**src/rtl/core/nlp_pkg.sv**
```systemverilog
// ----------------------------------------------------------------------------
// nlp_pkg
// Types, character codes and helpers shared by the literal parser modules.
// ----------------------------------------------------------------------------
package nlp_pkg;

  // status codes
  localparam logic [1:0] ST_OK  = 2'd0;
  localparam logic [1:0] ST_NAN = 2'd1;
  localparam logic [1:0] ST_OVF = 2'd2;

  // bit positions inside class / overflow flag vectors
  localparam int CLS_HEX = 0;
  localparam int CLS_DEC = 1;
  localparam int CLS_BIN = 2;

  // character codes
  localparam logic [7:0] CH_0    = 8'h30;
  localparam logic [7:0] CH_1    = 8'h31;
  localparam logic [7:0] CH_9    = 8'h39;
  localparam logic [7:0] CH_A_UP = 8'h41;
  localparam logic [7:0] CH_F_UP = 8'h46;
  localparam logic [7:0] CH_A_LO = 8'h61;
  localparam logic [7:0] CH_F_LO = 8'h66;
  localparam logic [7:0] CH_B_UP = 8'h42;
  localparam logic [7:0] CH_B_LO = 8'h62;
  localparam logic [7:0] CH_X_UP = 8'h58;
  localparam logic [7:0] CH_X_LO = 8'h78;

  // largest decimal accumulator that can take one more digit (2^32 / 10)
  localparam logic [31:0] DEC_LIMIT = 32'd429496729;
  localparam logic [3:0]  DEC_LAST_DIGIT = 4'd5;

  localparam logic [4:0] HEX_NONE = 5'd16;

  typedef struct packed {
    logic [1:0]  position;
    logic        lead_zero;
    logic        hex_prefixed;
    logic [31:0] hex_acc;
    logic [31:0] dec_acc;
    logic [31:0] bin_acc;
    logic [2:0]  ovf;
    logic [2:0]  cls;
  } parse_state_t;

  localparam parse_state_t STATE_RESET = '{
    position:     2'd0,
    lead_zero:    1'b0,
    hex_prefixed: 1'b0,
    hex_acc:      32'd0,
    dec_acc:      32'd0,
    bin_acc:      32'd0,
    ovf:          3'b000,
    cls:          3'b111
  };

  typedef struct packed {
    logic [31:0] value;
    logic [1:0]  status;
  } result_t;

  // hex digit value, HEX_NONE if not a hex digit
  function automatic logic [4:0] hex_digit(input logic [7:0] c);
    logic [4:0] d;
    d = HEX_NONE;
    if (c >= CH_0 && c <= CH_9) begin
      d = {1'b0, c[3:0]};
    end else if ((c >= CH_A_LO && c <= CH_F_LO) || (c >= CH_A_UP && c <= CH_F_UP)) begin
      d = {1'b0, c[3:0]} + 5'd9;
    end
    return d;
  endfunction

endpackage

```
**src/rtl/core/nlp_in_if.sv**
```systemverilog
// ----------------------------------------------------------------------------
// nlp_in_if
// Character channel: one token character per word with a last mark.
// ----------------------------------------------------------------------------
interface nlp_in_if;
  logic       valid;
  logic       ready;
  logic [7:0] ch;
  logic       last;

  modport source (output valid, output ch, output last, input ready);
  modport sink   (input valid, input ch, input last, output ready);
endinterface

```
**src/rtl/core/nlp_out_if.sv**
```systemverilog
// ----------------------------------------------------------------------------
// nlp_out_if
// Result channel: parsed value and status, one word per token.
// ----------------------------------------------------------------------------
interface nlp_out_if;
  logic        valid;
  logic        ready;
  logic [31:0] value;
  logic [1:0]  status;

  modport source (output valid, output value, output status, input ready);
  modport sink   (input valid, input value, input status, output ready);
endinterface

```
**src/rtl/core/nlp_step.sv**
```systemverilog
// ----------------------------------------------------------------------------
// nlp_step
// Per-character update of the three accumulators and the token result.
// ----------------------------------------------------------------------------
module nlp_step (
  input  nlp_pkg::parse_state_t state,
  input  logic [7:0]            ch,
  input  logic                  last,
  output nlp_pkg::parse_state_t state_next,
  output nlp_pkg::result_t      result
);
  import nlp_pkg::*;

  parse_state_t upd;
  logic [4:0]   hd;
  logic [3:0]   dd;
  logic         is_dec;
  logic         is_bin;
  logic         prefixed_now;
  logic         is_b;

  always_comb begin
    upd    = state;
    hd     = hex_digit(ch);
    dd     = ch[3:0];
    is_dec = (ch >= CH_0) && (ch <= CH_9);
    is_bin = (ch == CH_0) || (ch == CH_1);
    is_b   = (ch == CH_B_LO) || (ch == CH_B_UP);

    // prefix tracking and hex body
    if (state.position == 2'd0) begin
      upd.lead_zero = (ch == CH_0);
    end else if (state.position == 2'd1) begin
      upd.hex_prefixed = state.lead_zero && ((ch == CH_X_LO) || (ch == CH_X_UP));
    end else if (state.hex_prefixed) begin
      if (hd[4]) begin
        upd.cls[CLS_HEX] = 1'b0;
      end else if (!state.ovf[CLS_HEX]) begin
        if (state.hex_acc[31:28] != 4'd0) begin
          upd.ovf[CLS_HEX] = 1'b1;
        end else begin
          upd.hex_acc = {state.hex_acc[27:0], hd[3:0]};
        end
      end
    end
    prefixed_now = (state.position != 2'd0) && upd.hex_prefixed;

    // decimal: acc * 10 + d as two shifts and adds
    if (is_dec) begin
      if (!state.ovf[CLS_DEC]) begin
        if (state.dec_acc > DEC_LIMIT || (state.dec_acc == DEC_LIMIT && dd > DEC_LAST_DIGIT))
        begin
          upd.ovf[CLS_DEC] = 1'b1;
        end else begin
          upd.dec_acc = {state.dec_acc[28:0], 3'b000} + {state.dec_acc[30:0], 1'b0}
                      + {28'd0, dd};
        end
      end
    end else begin
      upd.cls[CLS_DEC] = 1'b0;
    end

    // binary
    if (is_bin) begin
      if (!state.ovf[CLS_BIN]) begin
        if (state.bin_acc[31]) begin
          upd.ovf[CLS_BIN] = 1'b1;
        end else begin
          upd.bin_acc = {state.bin_acc[30:0], ch[0]};
        end
      end
    end else begin
      upd.cls[CLS_BIN] = 1'b0;
    end

    // token result, only meaningful on the last character
    result.value  = 32'd0;
    result.status = ST_NAN;
    if (prefixed_now) begin
      if (state.position[1] && upd.cls[CLS_HEX]) begin
        if (upd.ovf[CLS_HEX]) begin
          result.status = ST_OVF;
        end else begin
          result.status = ST_OK;
          result.value  = upd.hex_acc;
        end
      end
    end else if (is_b) begin
      if (state.cls[CLS_BIN]) begin
        if (upd.ovf[CLS_BIN]) begin
          result.status = ST_OVF;
        end else begin
          result.status = ST_OK;
          result.value  = upd.bin_acc;
        end
      end
    end else if (upd.cls[CLS_DEC]) begin
      if (upd.ovf[CLS_DEC]) begin
        result.status = ST_OVF;
      end else begin
        result.status = ST_OK;
        result.value  = upd.dec_acc;
      end
    end

    if (last) begin
      state_next = STATE_RESET;
    end else begin
      state_next = upd;
      if (state.position != 2'd3) begin
        state_next.position = state.position + 2'd1;
      end
    end
  end

endmodule

```
**src/rtl/core/nlp_out_reg.sv**
```systemverilog
// ----------------------------------------------------------------------------
// nlp_out_reg
// Result register driving the output channel.
// ----------------------------------------------------------------------------
module nlp_out_reg (
  input  logic             clk,
  input  logic             rst,
  input  logic             load,
  input  nlp_pkg::result_t load_data,
  output logic             can_load,
  nlp_out_if.source        res
);
  import nlp_pkg::*;

  logic    valid;
  result_t data;

  assign can_load = !valid || res.ready;

  always_ff @(posedge clk) begin
    if (rst) begin
      valid <= 1'b0;
    end else if (can_load) begin
      valid <= load;
    end
  end

  always_ff @(posedge clk) begin
    if (load && can_load) begin
      data <= load_data;
    end
  end

  assign res.valid  = valid;
  assign res.value  = data.value;
  assign res.status = data.status;

endmodule

```
**src/rtl/core/numeric_literal_parser_top.sv**
```systemverilog
// ----------------------------------------------------------------------------
// numeric_literal_parser_top
// ASCII integer literal parser: hex (0x / 0X prefix), binary (b / B suffix)
// and decimal tokens, one character per word, one 32-bit result per token.
// ----------------------------------------------------------------------------
// Usage
//   tok : character words (ch, last). last marks the final char of a token.
//   res : one word per token (value, status); status 0 ok, 1 not a number,
//         2 exceeds 32 bits. value is zero unless status is ok.
// Throughput: one character per cycle, sustained, with no gaps between
//   tokens, unless a last character is stalled (see Stall below).
// Result path: the last character waits in the input register until the
//   output register has room; its result is then written to the output
//   register, which presents the result word.
// Stall: while the result register is held by a low res.ready, characters
//   that do not end a token keep flowing; a last character waits in the
//   input register, which then takes nothing more until the result drains.
// Reset: clears both valid flags and returns the parse state to its start
//   (no prefix, all classes possible, accumulators zero). The state also
//   returns to start after every last character.
// ----------------------------------------------------------------------------
module numeric_literal_parser_top (
  input  logic      clk,
  input  logic      rst,
  nlp_in_if.sink    tok,
  nlp_out_if.source res
);
  import nlp_pkg::*;

  // input register
  logic       s1_valid;
  logic [7:0] s1_ch;
  logic       s1_last;

  // parse state
  parse_state_t state;
  parse_state_t state_next;
  result_t      step_result;

  logic can_load;
  logic s1_adv;

  // a non-last char always retires; a last char needs room for its result
  assign s1_adv    = s1_valid && (!s1_last || can_load);
  assign tok.ready = !s1_valid || s1_adv;

  always_ff @(posedge clk) begin
    if (rst) begin
      s1_valid <= 1'b0;
    end else if (tok.ready) begin
      s1_valid <= tok.valid;
    end
  end

  always_ff @(posedge clk) begin
    if (tok.ready && tok.valid) begin
      s1_ch   <= tok.ch;
      s1_last <= tok.last;
    end
  end

  always_ff @(posedge clk) begin
    if (rst) begin
      state <= STATE_RESET;
    end else if (s1_adv) begin
      state <= state_next;
    end
  end

  nlp_step u_step (
    .state      (state),
    .ch         (s1_ch),
    .last       (s1_last),
    .state_next (state_next),
    .result     (step_result)
  );

  nlp_out_reg u_out (
    .clk       (clk),
    .rst       (rst),
    .load      (s1_adv && s1_last),
    .load_data (step_result),
    .can_load  (can_load),
    .res       (res)
  );

  // ---- assertions ----

  // state goes back to start after a token ends
  a_reset_after_last: assert property (@(posedge clk) disable iff (rst)
    (s1_adv && s1_last) |=> (state == STATE_RESET))
    else $error("parse state not cleared after last character");

  // hex prefix can only follow a leading zero
  a_prefix_needs_zero: assert property (@(posedge clk) disable iff (rst)
    state.hex_prefixed |-> state.lead_zero)
    else $error("hex prefix set without leading zero");

  // a failed token carries a zero value
  a_zero_on_fail: assert property (@(posedge clk) disable iff (rst)
    (res.valid && res.status != ST_OK) |-> (res.value == 32'd0))
    else $error("nonzero value with failing status");

  // a last char held in the input register blocks new characters
  a_hold_last: assert property (@(posedge clk) disable iff (rst)
    (s1_valid && s1_last && !can_load) |-> !tok.ready)
    else $error("input taken while last character is stalled");

endmodule

```
**src/flat_wrapper.sv**
```systemverilog
// flat-port wrapper written by rule: the top's interface ports become plain ports
module numeric_literal_parser_top_flat import nlp_pkg::*;
  (clk, rst, tok_valid, tok_ch, tok_last, tok_ready, res_valid, res_value, res_status, res_ready);
  nlp_in_if tok_i ();
  nlp_out_if res_i ();
  input  logic clk;
  input  logic rst;
  input wire logic [$bits(tok_i.valid)-1:0] tok_valid;
  input wire logic [$bits(tok_i.ch)-1:0] tok_ch;
  input wire logic [$bits(tok_i.last)-1:0] tok_last;
  output wire logic [$bits(tok_i.ready)-1:0] tok_ready;
  output wire logic [$bits(res_i.valid)-1:0] res_valid;
  output wire logic [$bits(res_i.value)-1:0] res_value;
  output wire logic [$bits(res_i.status)-1:0] res_status;
  input wire logic [$bits(res_i.ready)-1:0] res_ready;
  assign tok_i.valid = tok_valid;
  assign tok_i.ch = tok_ch;
  assign tok_i.last = tok_last;
  assign tok_ready = tok_i.ready;
  assign res_valid = res_i.valid;
  assign res_value = res_i.value;
  assign res_status = res_i.status;
  assign res_i.ready = res_ready;
  numeric_literal_parser_top u_core (.clk(clk), .rst(rst), .tok(tok_i), .res(res_i));
endmodule
```
**config.mk**
```make
export PLATFORM = sky130hd
export DESIGN_NAME = numeric_literal_parser_top_flat
export DESIGN_NICKNAME = d
export VERILOG_FILES = /design/src/rtl/core/nlp_pkg.sv /design/src/rtl/core/nlp_in_if.sv /design/src/rtl/core/nlp_out_if.sv /design/src/rtl/core/nlp_step.sv /design/src/rtl/core/nlp_out_reg.sv /design/src/rtl/core/numeric_literal_parser_top.sv /design/src/flat_wrapper.sv
export SDC_FILE = /design/constraint.sdc
export NUM_CORES = 1
export LEC_CHECK = 0
export ABC_AREA = 1
export BUFFER_PORTS_ARGS = -buffer_cell sky130_fd_sc_hd__clkbuf_2
export CAP_MARGIN = 5
export CORE_MARGIN = 4
export CORE_UTILIZATION = 35
export CTS_BUF_LIST = sky130_fd_sc_hd__clkbuf_8 sky130_fd_sc_hd__clkbuf_16
export CTS_CLUSTER_DIAMETER = 100
export DETAILED_ROUTE_END_ITERATION = 6
export REMOVE_ABC_BUFFERS = 1
export SLEW_MARGIN = 10
export SYNTH_ARGS = -nofsm -noshare
export SYNTH_HDL_FRONTEND = slang
export SYNTH_HIERARCHICAL = 1
export SYNTH_SLANG_ARGS = --single-unit
```
**constraint.sdc**
```tcl
create_clock -name clk -period 4 [get_ports clk]
set_input_delay 0.4 -clock clk [delete_from_list [all_inputs] [get_ports clk]]
set_output_delay 0.4 -clock clk [all_outputs]
set_load 0.01 [all_outputs]
```
# Yosys cells after proc, flatten, opt, wreduce, memory -nomap -nowiden
# Cells that the tools add are included.
# word_totals
out_inout_bits	36
register_bits	151
in_bits	13
# classes
order_cmp	8
reduce_logical	30
n_eq_ne	10
addsub	4
muxes	45
# op_table
cell	count
$mux W32	12
$mux W34	5
$mux W106	1
$mux W33	3
$add A32 B32 Y32	1
$add A32 B4 Y32	1
$eq A32 B29 Y1 const B	1
$eq A8 B7 Y1 const B	4
$gt A32 B29 Y1 const B	1
$mux W1	18
$eq A8 B6 Y1 const B	2
$ge A8 B7 Y1 const B	2
$le A8 B7 Y1 const B	2
$logic_and A1 B1 Y1	11
$mux W5	2
$ge A8 B6 Y1 const B	1
$le A8 B6 Y1 const B	1
$logic_or A1 B1 Y1	8
$mux W2	4
$reduce_and A2 Y1	3
$reduce_bool A2 Y1	3
$add A4 B4 Y5 const B	1
$gt A4 B3 Y1 const B	1
$reduce_bool A4 Y1	1
other kinds (6)	8

# Longest topological paths before layout
# Gate-level depths: netlist of the first run.
# logic_depth
word_depth	14
mapped_depth	21
depth_no_buf	21

# Hierarchy
# Netlist of the first run, hierarchy kept.
# modules_own_cells
mod	cells_per_inst	seq_area_each_um2	area_per_inst_um2	n_inst
nlp_step	1161	0.0	5838.1	1
numeric_literal_parser_top	709	2412.3	5132.4	1
nlp_out_reg	40	1041.0	1068.5	1

# Worst setup path after synthesis of the first run
# OpenSTA, ideal clock, no wires.
# synth_timing
path_kind	reg-to-reg
start	register u_core.s1_valid
end	register u_core.u_out.data, in the netlist u_core/u_out/res.status[0], enable pin
arrival_ns	2.565
path_slack_ns	0.998
path_stages_with_launch	8
t_required_ns	3.563
path_cell_list	dfxtp_1 buf_2 buf_6 buf_2 nand3_1 inv_1 inv_1 a21oi_1
# synth_via
elab_chain_cells	3
# synth_rtl
element	line_no	rtl
start: declaration	numeric_literal_parser_top.sv:31	logic s1_valid;
start signal: assignment	numeric_literal_parser_top.sv:51	s1_valid <= tok.valid;
$logic_and A1 B1 Y1	numeric_literal_parser_top.sv:44	assign s1_adv = s1_valid && (!s1_last || can_load);
$logic_and A1 B1 Y1	numeric_literal_parser_top.sv:81	.load (s1_adv && s1_last),
$logic_and A1 B1 Y1	nlp_out_reg.sv:29	if (load && can_load) begin
end signal: assignment	nlp_out_reg.sv:30	data <= load_data;
end: declaration	nlp_out_reg.sv:16	result_t data;
# Every way passes these cells.
# A chain may end at the register's enable or synchronous reset.

==> results.tsv, run 1 <==
stage	metric	value	unit
worst_setup_path	Data arrival, critical path	3.40	ns
final_layout	layout cell share with drive strength beyond 1	7.54	%
clocking	cts hold-fix bufs	0	
outcome	status	complete, no violations	
clocking	Num CTS Buffers	17	
floorplanning	area of the die	0.0374	sq mm
synth	Unique masters post-synth	42	
placement	gpl congestion	0.897	
worst_setup_path	Worst Path Required	4.36	ns
worst_setup_path	Worst R2R Path Depth	17	
min_path	type of the most critical hold path	input port to flip-flop	
timing	Slew Limit Fails	0	
timing	Setup-failing EPs final	0	
floorplanning	site row count	67	
floorplanning	Die W	193	um
clocking	Max H-tree Level	4	
final_layout	Antenna Cells	0	
power	Power Dens Cells	307	mW/mm^2
synth	syn avg cell area	6.30	sq um
worst_setup_path	Crit. End Element	flip-flop	
power	Leak	6.32	nW
final_layout	layout net count	1973	
worst_setup_path	critical path startpoint category	flip-flop	
timing	Slew @ Worst Pin	1.12	ns
clocking	clk sinks	151	
grt	first-pass GRT wire length	55.4	mm
grt	largest net degree at the start of global routing	212	
timing	relative slew slack	25.5	%
timing	Tcrit/Tclk final	75.9	%
min_path	hold path depth	1	
timing	Final Hold Fails	0	
timing	Final min period	3.04	ns
clocking	CTS max path bufs	2	
timing	skew final	0.00951	ns
worst_setup_path	WS Path Type	flip-flop to flip-flop	
clocking	worst skew pair latency	0.43	ns
timing	unrepaired setup endpoints after global routing	no	
flow_run	total of max-cap violations	0	
timing	Hold Slack	0.143	ns
floorplanning	Die H	193	um
worst_setup_path	Crit Path Max Fanout	5	
grt	global route overflow	0	
drt	First-pass DRT Iterations	5	
grt	initial antenna violation count	0	
synth	synthesized cell area	0.0120	sq mm
clocking	clock-pin slew on the worst setup and hold paths	0.06	ns
timing	f_max	329	MHz
floorplanning	Core ar.	0.0337	sq mm
floorplanning	IO Pins	49	
placement	Port Buffers	48	
synth	Cells after Synth	1910	
drt	final wirelength	33.3	mm
synth	asr flop ratio synth	0	%
placement	worst slack, placed	1.00	ns
drt	DRT iter0 DRCs	929	
min_path	hold path start	tok_ch[0]	
final_layout	P&R area growth vs syn	7.14	%
final_layout	Filler cells	3634	
drt	DRC	0	
worst_setup_path	reg2reg start	u_core/s1_ch[3]	
placement	Final HPWL DP	22.9	mm
synth	flops & latches, synth	151	
final_layout	commonest non-fill, non-tap cell in the layout	nand2_1	
clocking	Root Driver	clkbuf_16	
drt	ANT nets after route	0	
drt	routed vias	11700	
clocking	post-CTS setup buffer count	0	
clocking	CTS tree	yes	
power	VDD IR max	330	uV
worst_setup_path	reg2reg setup slack	0.96	ns
drt	Vias/cell	4.96	
grt	number of global-route vias before repair	11000	
clocking	# resized after CTS	0	
synth	Seq/Total Area, Yosys	28.7	%
grt	All-Layer GR Usage	17.6	%
floorplanning	Initial Util	35.7	%
synth	Post-synth top flop	dfxtp_1	
drt	drt wl/cell	14.1	um
worst_setup_path	FF-to-FF End	u_core/state[54]	
synth	synth warn	6	
synth	Post-synth EDFFs	43	
final_layout	most frequent cells in the layout	561 x nand2_1, 260 x inv_1, 250 x nor2_1	
timing	final worst slack	0.963	ns
min_path	Worst Hold Endpoint	u_core/s1_ch[0]	
## cell type report
cell class	instances	area, sq um	share of cell area, %
Clock inverter	15	141	1.10
Sequential cell	151	3460	26.8
Multi-Input combinational cell	1401	6960	54.0
Inverter	262	987	7.65
Timing Repair Buffer	63	365	2.83
Tap cell	448	561	4.35
Clock buffer	17	425	3.30
## synth_stat cells, drive strengths merged (3+ instances only)
cell type | number | area, sq um
edfxtp | 43 | 1290
buf | 67 | 526
nand3b | 4 | 30.0
xnor2 | 3 | 26.3
nand3 | 147 | 741
inv | 262 | 986
o21ai | 52 | 260
nor3 | 8 | 67.6
o211ai | 21 | 158
xor2 | 14 | 123
nand2 | 570 | 2170
or2 | 53 | 332
o21bai | 9 | 67.6
a21oi | 156 | 788
nor2 | 251 | 942
nand4 | 14 | 87.6
mux2i | 28 | 280
clkbuf | 29 | 140
dfxtp | 108 | 2160
and2 | 3 | 18.8
ha | 62 | 776
## routing by layer
layer  GRT usage, %  share of wire, %
met5              0                 0
met1           23.9                48
met4           4.22               1.4
met2           29.5                47
met3           2.78               3.9
## stage by stage
| stage | instances | utilization [%] | setup TNS [ns] | area [sq um] | total power (W) |
|---|---|---|---|---|---|
| floorplan | 1814 | - | -167.22 | 11400 | 0.00224 |
| global placement | 2325 | 36.6 | 0 | 12300 | 0.00240 |
| detailed placement | 2325 | 36.6 | 0 | 12300 | 0.00240 |
| CTS | 2357 | 38.3 | 0 | 12900 | 0.00400 |
| global route | 2357 | 38.3 | 0 | 12900 | 0.00418 |
| finish | 2357 | 38.3 | 0 | 12900 | 0.00396 |
## critical path, stage by stage, from the launching register on
cell      delay (ns)
edfxtp_1        0.44
inv_1           0.17
fa_1            0.43
inv_1           0.11
fa_1            0.25
nand2_1         0.06
nand2_1         0.08
nand2_1         0.07
o21ai_0         0.45
inv_1           0.08
o21bai_1        0.16
xor2_1          0.15
nand2_1         0.08
a21oi_1         0.13
inv_1           0.05
nand3_1         0.07
nand2_1         0.07
nor2_1          0.10
## how the worst max path moves through the flow
| stage | start | endpoint | slack, ns | depth (start not counted) |
|---|---|---|---|---|
| floorplan | u_core/s1_valid | u_core/u_out/res.status[0] | -2.15 | 4 |
| global placement | u_core/s1_ch[3] | u_core/state[54] | 0.99 | 17 |
| detailed placement | u_core/s1_ch[3] | u_core/state[54] | 1.00 | 17 |
| CTS | u_core/s1_ch[3] | u_core/state[54] | 0.98 | 17 |
| global route | u_core/s1_ch[3] | u_core/state[54] | 0.59 | 17 |
| finish | u_core/s1_ch[3] | u_core/state[54] | 0.96 | 17 |
## power by group
group          switching [W]  internal [W]  total [W]
clock               0.000674      0.000910    0.00158
sequential         0.0000866       0.00165    0.00173
combinational       0.000409      0.000233   0.000642
total                0.00117       0.00279    0.00396
## cells by family after synthesis
group | count (synthesis) | synth area share [%]
compound gates | 242 | 10.8
flops | 151 | 28.7
buf+inv | 358 | 13.7
fa+ha+maj | 64 | 6.78
mux | 28 | 2.33
simple gates | 1050 | 36.4
xor+xnor | 17 | 1.24
## registers in the layout, summed over array words and instances (netlist names)
name                     flops
u_core/state               106
u_core/u_out/res.valid       1
u_core/s1_ch                 8
u_core/s1_last               1
u_core/s1_valid              1
u_core/u_out/res.value      32
u_core/u_out/res.status      2
Power figures use the tool's default switching activity.
==> inputs of run 2 (changes only) <==
==> constraint.sdc (replaced) <==
create_clock -name clk -period 2.9 [get_ports clk]
set_input_delay 0.29 -clock clk [delete_from_list [all_inputs] [get_ports clk]]
set_output_delay 0.29 -clock clk [all_outputs]
set_load 0.01 [all_outputs]
==> results.tsv, run 2 (synthesis gave the netlist of run 1 again) <==
stage	metric	value	unit	change
floorplanning	Core ar.	0.0337	sq mm	unchanged
floorplanning	area of the die	0.0374	sq mm	unchanged
clocking	Num CTS Buffers	17		unchanged
min_path	hold path start	tok_ch[0]		
grt	initial antenna violation count	0		unchanged
placement	Port Buffers	48		unchanged
final_layout	layout cell share with drive strength beyond 1	11.1	%	+3.5 points
power	Power Dens Cells	421	mW/mm^2	+37%
drt	drt wl/cell	14.0	um	-0.96%
clocking	Max H-tree Level	4		unchanged
worst_setup_path	Data arrival, critical path	2.93	ns	-0.47 ns
timing	Final Hold Fails	0		unchanged
worst_setup_path	Worst Setup SP	u_core/state[38]		
final_layout	layout net count	2009		+1.8%
final_layout	P&R area growth vs syn	11.3	%	
floorplanning	IO Pins	49		unchanged
drt	routed vias	11800		+0.55%
final_layout	Largest Register	u_core/state		
worst_setup_path	critical path startpoint category	flip-flop		
grt	first-pass GRT wire length	54.7	mm	-1.3%
drt	DRC	0		unchanged
drt	ANT nets after route	0		unchanged
placement	Area after DPL	0.0127	sq mm	+3.0%
timing	f_max	365	MHz	+11%
grt	global route overflow	0		unchanged
flow_run	total of max-cap violations	0		unchanged
placement	Final HPWL DP	23.6	mm	+3.3%
final_layout	Largest register FFs	106		unchanged
grt	All-Layer GR Usage	17.4	%	-0.25 points
timing	unrepaired setup endpoints after global routing	yes		
clocking	worst skew pair latency	0.44	ns	about the same
timing	final worst slack	0.162	ns	-0.801 ns
worst_setup_path	Worst Path Required	3.09	ns	-1.27 ns
min_path	hold path depth	1		unchanged
placement	worst slack, placed	0.00355	ns	-0.997 ns
drt	DRT iter0 DRCs	814		-12%
worst_setup_path	Crit Path Max Fanout	3		-2
floorplanning	Initial Util	35.7	%	unchanged
timing	Slew @ Worst Pin	0.821	ns	-0.297 ns
power	VDD IR max	431	uV	+31%
worst_setup_path	Crit. End Element	flip-flop		
power	Leak	6.58	nW	+4.1%
grt	number of global-route vias before repair	10800		-1.1%
drt	final wirelength	33.5	mm	+0.56%
outcome	status	complete, no violations		
drt	First-pass DRT Iterations	5		unchanged
timing	relative slew slack	45.3	%	+20 points
floorplanning	site row count	67		unchanged
timing	Slew Limit Fails	0		unchanged
clocking	Root Driver	clkbuf_16		
clocking	CTS max path bufs	2		unchanged
timing	Final min period	2.74	ns	-0.299 ns
final_layout	final core utilization	39.8	%	+1.5 points
floorplanning	Die W	193	um	unchanged
drt	Vias/cell	4.91		-0.97%
worst_setup_path	reg2reg setup slack	0.16	ns	-0.80 ns
final_layout	non-filler instance count after layout	2393		+1.5%
floorplanning	Die H	193	um	unchanged
timing	Tcrit/Tclk final	94.4	%	+18 points
final_layout	Antenna Cells	0		unchanged
final_layout	post-route design area	0.0134	sq mm	+3.9%
clocking	clk sinks	151		unchanged
min_path	type of the most critical hold path	input port to flip-flop		
final_layout	most frequent cells in the layout	546 x nand2_1, 258 x inv_1, 248 x nor2_1		
grt	largest net degree at the start of global routing	106		-50%
final_layout	commonest non-fill, non-tap cell in the layout	nand2_1		
timing	skew final	0.0113	ns	+0.00176 ns
worst_setup_path	Worst R2R Path Depth	19		+2
clocking	CTS tree	yes		
worst_setup_path	WS Path Type	flip-flop to flip-flop		
worst_setup_path	reg2reg start	u_core/state[38]		
timing	Hold Slack	0.0247	ns	-0.118 ns
clocking	clock-pin slew on the worst setup and hold paths	0.07	ns	about the same
timing	Setup-failing EPs final	0		unchanged
placement	gpl congestion	0.896		-0.13%
placement	dpl cells	2360		+1.5%
[run 2: changes by cell type in the layout (fill, tap and decap cells not counted), moves of 9 or more]
| cell | before | now |
|---|---|---|
| buf_12 | 1 | 10 |
| buf_4 | 14 | 41 |
| dfxtp_1 | 107 | 98 |
| dfxtp_2 | 0 | 9 |
| nand2_1 | 561 | 546 |
| nand2_2 | 7 | 22 |
[run 2: where the power goes]
part / switching [W] / total [W] / internal (W)
clock: 0.000950 / 0.00231 / 0.00136
sequential: 0.000118 / 0.00239 / 0.00227
combinational: 0.000576 / 0.000932 / 0.000356
total: 0.00164 / 0.00564 / 0.00399
[run 2: repair_timing]
| action | CTS | global route |
|---|---|---|
| resized for setup | 1 | 36 |
| pin swaps | 0 | 1 |
| buffers inserted | 0 | 1 |
| hold buffers | 0 | 0 |
| endpoints found under the setup margin | 2 | 43 |
[run 2: worst paths after layout]
check,endpoint
max,u_core/u_out/res.value[25]
min,u_core/s1_ch[0]
max reg2reg,u_core/u_out/res.value[25]
min reg2reg,u_core/state[1]
[run 2: metal layers]
metal / part of all wire [%] / up-vias / wire (um) / track usage, %
met5: 0 / - / 0 / 0
met4: 2.1 / 0 / 698 / 4.48
met3: 4.2 / 43 / 1400 / 2.75
met2: 47 / 256 / 15800 / 29.2
met1: 47 / 5381 / 15600 / 23.3
li1: - / 6071 / - / -
[run 2: cell type report]
type                    count  area [sq um]
fillers                  3634         20300
multi-input cells        1401          7030
flip-flops and latches    151          3470
inverters                 262           987
repair buffers             99           748
well taps                 448           561
clock buffers              19           475
clock inverters            13           130
[run 2: critical path, cell delays in order, from the launching register on]
cell	delay (ns)
dfxtp_1	0.33
inv_1	0.07
fa_1	0.56
inv_2	0.05
ha_1	0.28
nand2_1	0.06
nand2_1	0.08
nand3_1	0.11
nand2_2	0.07
buf_4	0.15
nand2_1	0.08
nand3_1	0.08
nand2_1	0.06
nand2_1	0.08
nand2_1	0.10
nand2_1	0.07
nand2_1	0.09
nand2_1	0.06
nand2_1	0.06
nand2_1	0.05
[run 2: metrics by stage]
stage                     TNS (ns)  total power, W
after floorplan            -334.31         0.00308
after global placement           0         0.00334
after detailed placement         0         0.00336
after CTS                        0         0.00567
after global routing       -0.0117         0.00591
final                            0         0.00564
==> inputs of run 3 (changes only) <==
--- a/config.mk
+++ b/config.mk
@@ -5,7 +5,6 @@
 export SDC_FILE = /design/constraint.sdc
 export NUM_CORES = 1
 export LEC_CHECK = 0
-export ABC_AREA = 1
 export BUFFER_PORTS_ARGS = -buffer_cell sky130_fd_sc_hd__clkbuf_2
 export CAP_MARGIN = 5
 export CORE_MARGIN = 4
@@ -17,5 +16,4 @@
 export SLEW_MARGIN = 10
 export SYNTH_ARGS = -nofsm -noshare
 export SYNTH_HDL_FRONTEND = slang
-export SYNTH_HIERARCHICAL = 1
 export SYNTH_SLANG_ARGS = --single-unit
==> results.tsv, run 3 <==
stage	metric	value	unit	change
drt	ANT nets after route	0		unchanged
final_layout	most frequent cells in the layout	131 x buf_4, 104 x dfxtp_1, 102 x nor2_1		
outcome	status	complete, but fails checks		
final_layout	post-route design area	0.0124	sq mm	-7.7%
final_layout	layout net count	1249		-38%
synth	flops & latches, synth	151		unchanged
worst_setup_path	critical path startpoint category	flip-flop		
worst_setup_path	Crit Path Max Fanout	4		+1
worst_setup_path	worst-path cell chain	inv_1 -> fa_1 -> inv_2 -> ha_4 -> a21o_1 -> nand4_1 -> a2111oi_4 -> nor2_4 -> o311ai_2 -> a41oi_2 -> xnor2_2 -> a21oi_1 -> o221ai_1		
synth	synth warn	0		-6
worst_setup_path	Data arrival, critical path	3.45	ns	+0.52 ns
floorplanning	site row count	58		-13%
floorplanning	Initial Util	35.9	%	+0.14 points
worst_setup_path	WS Path Type	flip-flop to flip-flop		
synth	Post-synth EDFFs	43		unchanged
worst_setup_path	reg2reg start	u_core.s1_ch[3]		
power	Power Dens Cells	375	mW/mm^2	-11%
drt	DRT iter0 DRCs	774		-4.9%
worst_setup_path	CP top delay family	compound AO/OA/AOI/OAI gates		
final_layout	P&R area growth vs syn	35.9	%	
worst_setup_path	worst path buffer plus inverter count	2		-1
grt	first-pass GRT wire length	45.3	mm	-17%
clocking	Num CTS Buffers	17		unchanged
synth	asr flop ratio synth	0	%	unchanged
drt	DRC	0		unchanged
timing	Final Hold Fails	0		unchanged
drt	First-pass DRT Iterations	5		unchanged
drt	drt wl/cell	19.3	um	+38%
floorplanning	Die H	169	um	-12%
clocking	Root Driver	clkbuf_16		
grt	global route overflow	0		unchanged
worst_setup_path	Worst R2R Path Depth	13		-6
clocking	Max H-tree Level	4		unchanged
synth	Unique masters post-synth	67		+60%
final_layout	Antenna Cells	0		unchanged
flow_run	total of max-cap violations	0		unchanged
min_path	hold path depth	1		unchanged
worst_setup_path	reg2reg setup slack	-0.39	ns	-0.55 ns
grt	largest net degree at the start of global routing	42		-60%
min_path	hold path start	tok_last		
floorplanning	area of the die	0.0287	sq mm	-23%
placement	Final HPWL DP	19.9	mm	-16%
timing	Setup-failing EPs final	52		+52
floorplanning	IO Pins	49		unchanged
placement	Area after DPL	0.0106	sq mm	-16%
timing	Final min period	3.29	ns	+0.550 ns
placement	gpl congestion	0.890		-0.67%
synth	synthesized cell area	0.00911	sq mm	-24%
clocking	CTS max path bufs	2		unchanged
drt	Vias/cell	5.67		+15%
timing	Tcrit/Tclk final	113	%	+19 points
synth	Synth area leaders	dfxtp_1 24%, edfxtp_1 14%, ha_1 8.9%, mux2i_1 6.5%, a22oi_1 5.4%		
timing	skew final	0.0184	ns	+0.00716 ns
timing	Slew @ Worst Pin	1.11	ns	+0.291 ns
synth	syn avg cell area	9.06	sq um	+44%
floorplanning	Core ar.	0.0254	sq mm	-25%
synth	biggest area consumer among synthesized cells	dfxtp_1		
grt	All-Layer GR Usage	19.6	%	+2.2 points
floorplanning	Die W	169	um	-12%
synth	Post-synth top flop	dfxtp_1		
synth	Cells after Synth	1005		-47%
final_layout	layout cell share with drive strength beyond 1	34.1	%	+23 points
clocking	CTS tree	yes		
worst_setup_path	Crit. End Element	flip-flop		
grt	initial antenna violation count	0		unchanged
synth	share of the synthesized area in the top cell type	23.7	%	+5.8 points
min_path	type of the most critical hold path	input port to flip-flop		
power	Leak	4.95	nW	-25%
final_layout	Largest Register	u_core.state		
timing	Slew Limit Fails	0		unchanged
worst_setup_path	Worst Path Required	3.07	ns	-0.02 ns
final_layout	Largest register FFs	106		unchanged
timing	relative slew slack	25.7	%	-20 points
timing	unrepaired setup endpoints after global routing	yes		
timing	final worst slack	-0.388	ns	-0.550 ns
worst_setup_path	CP max stage delay	0.49	ns	-0.07 ns
final_layout	commonest non-fill, non-tap cell in the layout	buf_4		
worst_setup_path	FF-to-FF End	u_core.u_out.res.value[31]		
min_path	Worst Hold Endpoint	u_core.s1_last		
worst_setup_path	Slowest cell on crit path	fa_1		
clocking	worst skew pair latency	0.44	ns	about the same
placement	Port Buffers	48		unchanged
clocking	clk sinks	151		unchanged
outcome	violated checks	negative setup slack		
synth	top-count cell post-synth	nand2_1		
placement	worst slack, placed	-0.719	ns	-0.722 ns
drt	final wirelength	29.1	mm	-13%
clocking	clock-pin slew on the worst setup and hold paths	0.07	ns	about the same
drt	routed vias	8569		-27%
timing	f_max	304	MHz	-17%
grt	number of global-route vias before repair	8279		-24%
synth	top cells by count, synth	112 x nand2_1, 110 x nor2_1, 108 x dfxtp_1		
power	VDD IR max	461	uV	+6.9%
synth	Seq/Total Area, Yosys	37.9	%	+9.2 points
-- run 3: cell types whose count changed in the layout (fill, tap and decap cells not counted), moves of 22 or more --
cell     previous run  this run
a21o_1              0        51
a21oi_1           150        40
a21oi_2             5        27
a22oi_1             0        56
buf_4              41       131
inv_1             258        16
mux2i_1            28        56
nand2_1           546        97
nand3_1           145         9
nor2_1            248       102
o21ai_0            50        17
or2_0              22         0
or2_2              29         1
-- run 3: cell type report --
class                   count  area (sq um)
fillers                  2313         13000
multi-input cells         777          6200
flip-flops and latches    151          3460
repair buffers            204          1650
clock buffers              17           425
well taps                 330           413
clock inverters            15           156
inverters                  18          67.6
-- run 3: metrics by stage --
step | hold slack, ns | std cells | TNS, ns | total power, W | util [%]
global route | 0.0103 | 1512 | -14.81 | 0.00477 | 48.7
global placement | 0.447 | 1458 | -18.22 | 0.00245 | 41.8
finish | 0.0279 | 1512 | -7.83 | 0.00465 | 48.7
floorplan | 0.352 | 943 | -266.08 | 0.00234 | -
CTS | 0.0144 | 1507 | -4.81 | 0.00466 | 46.8
detailed placement | 0.459 | 1458 | -19.93 | 0.00245 | 41.8
-- run 3: worst max-delay path by stage --
stage / from / to / slack (ns) / cells after the start
floorplan: u_core.s1_ch[6] / u_core.state[10] / -4.06 / 7
global placement: u_core.state[38] / u_core.state[66] / -0.65 / 13
detailed placement: u_core.state[38] / u_core.state[66] / -0.72 / 13
CTS: u_core.state[38] / u_core.u_out.res.value[31] / -0.30 / 13
global route: u_core.s1_ch[3] / u_core.u_out.res.value[31] / -0.51 / 13
finish: u_core.s1_ch[3] / u_core.u_out.res.value[31] / -0.39 / 13
-- run 3: report_power, final --
part	internal, W	total [W]	leakage [nW]	switching, W
logic	0.0000689	0.000224	3.40	0.000155
registers	0.00219	0.00220	1.27	0.0000146
clock network	0.00115	0.00222	0.283	0.00107
total	0.00340	0.00465	4.95	0.00124
-- run 3: routing by layer --
layer / share of wire [%] / global-route usage (%)
met4: 2.4 / 4.76
met2: 47 / 32.1
met3: 5.7 / 3.56
met5: 0 / 0
met1: 45 / 26.9
-- run 3: cells by family (layout without fill, tap and decap cells) --
logic type | Yosys count | after routing | share of synthesized area (%)
and+or+nand+nor | 303 | 306 | 15.1
DFF | 151 | 151 | 37.9
muxes | 60 | 60 | 6.61
adders and majority gates | 67 | 67 | 9.37
AOI/OAI and AO/OA | 314 | 314 | 24.1
buffers and inverters | 80 | 254 | 4.04
xor gates and xnor gates | 30 | 30 | 2.88
-- run 3: timing repair --
item | 4_1_cts | 5_1_grt
hold buffers | 0 | 0
cloned | 7 | 2
gates resized for setup | 126 | 79
pin swaps | 99 | 81
endpoints found under the hold margin | 0 | 0
setup buffers | 14 | 9
setup endpoints to repair | 87 | 126
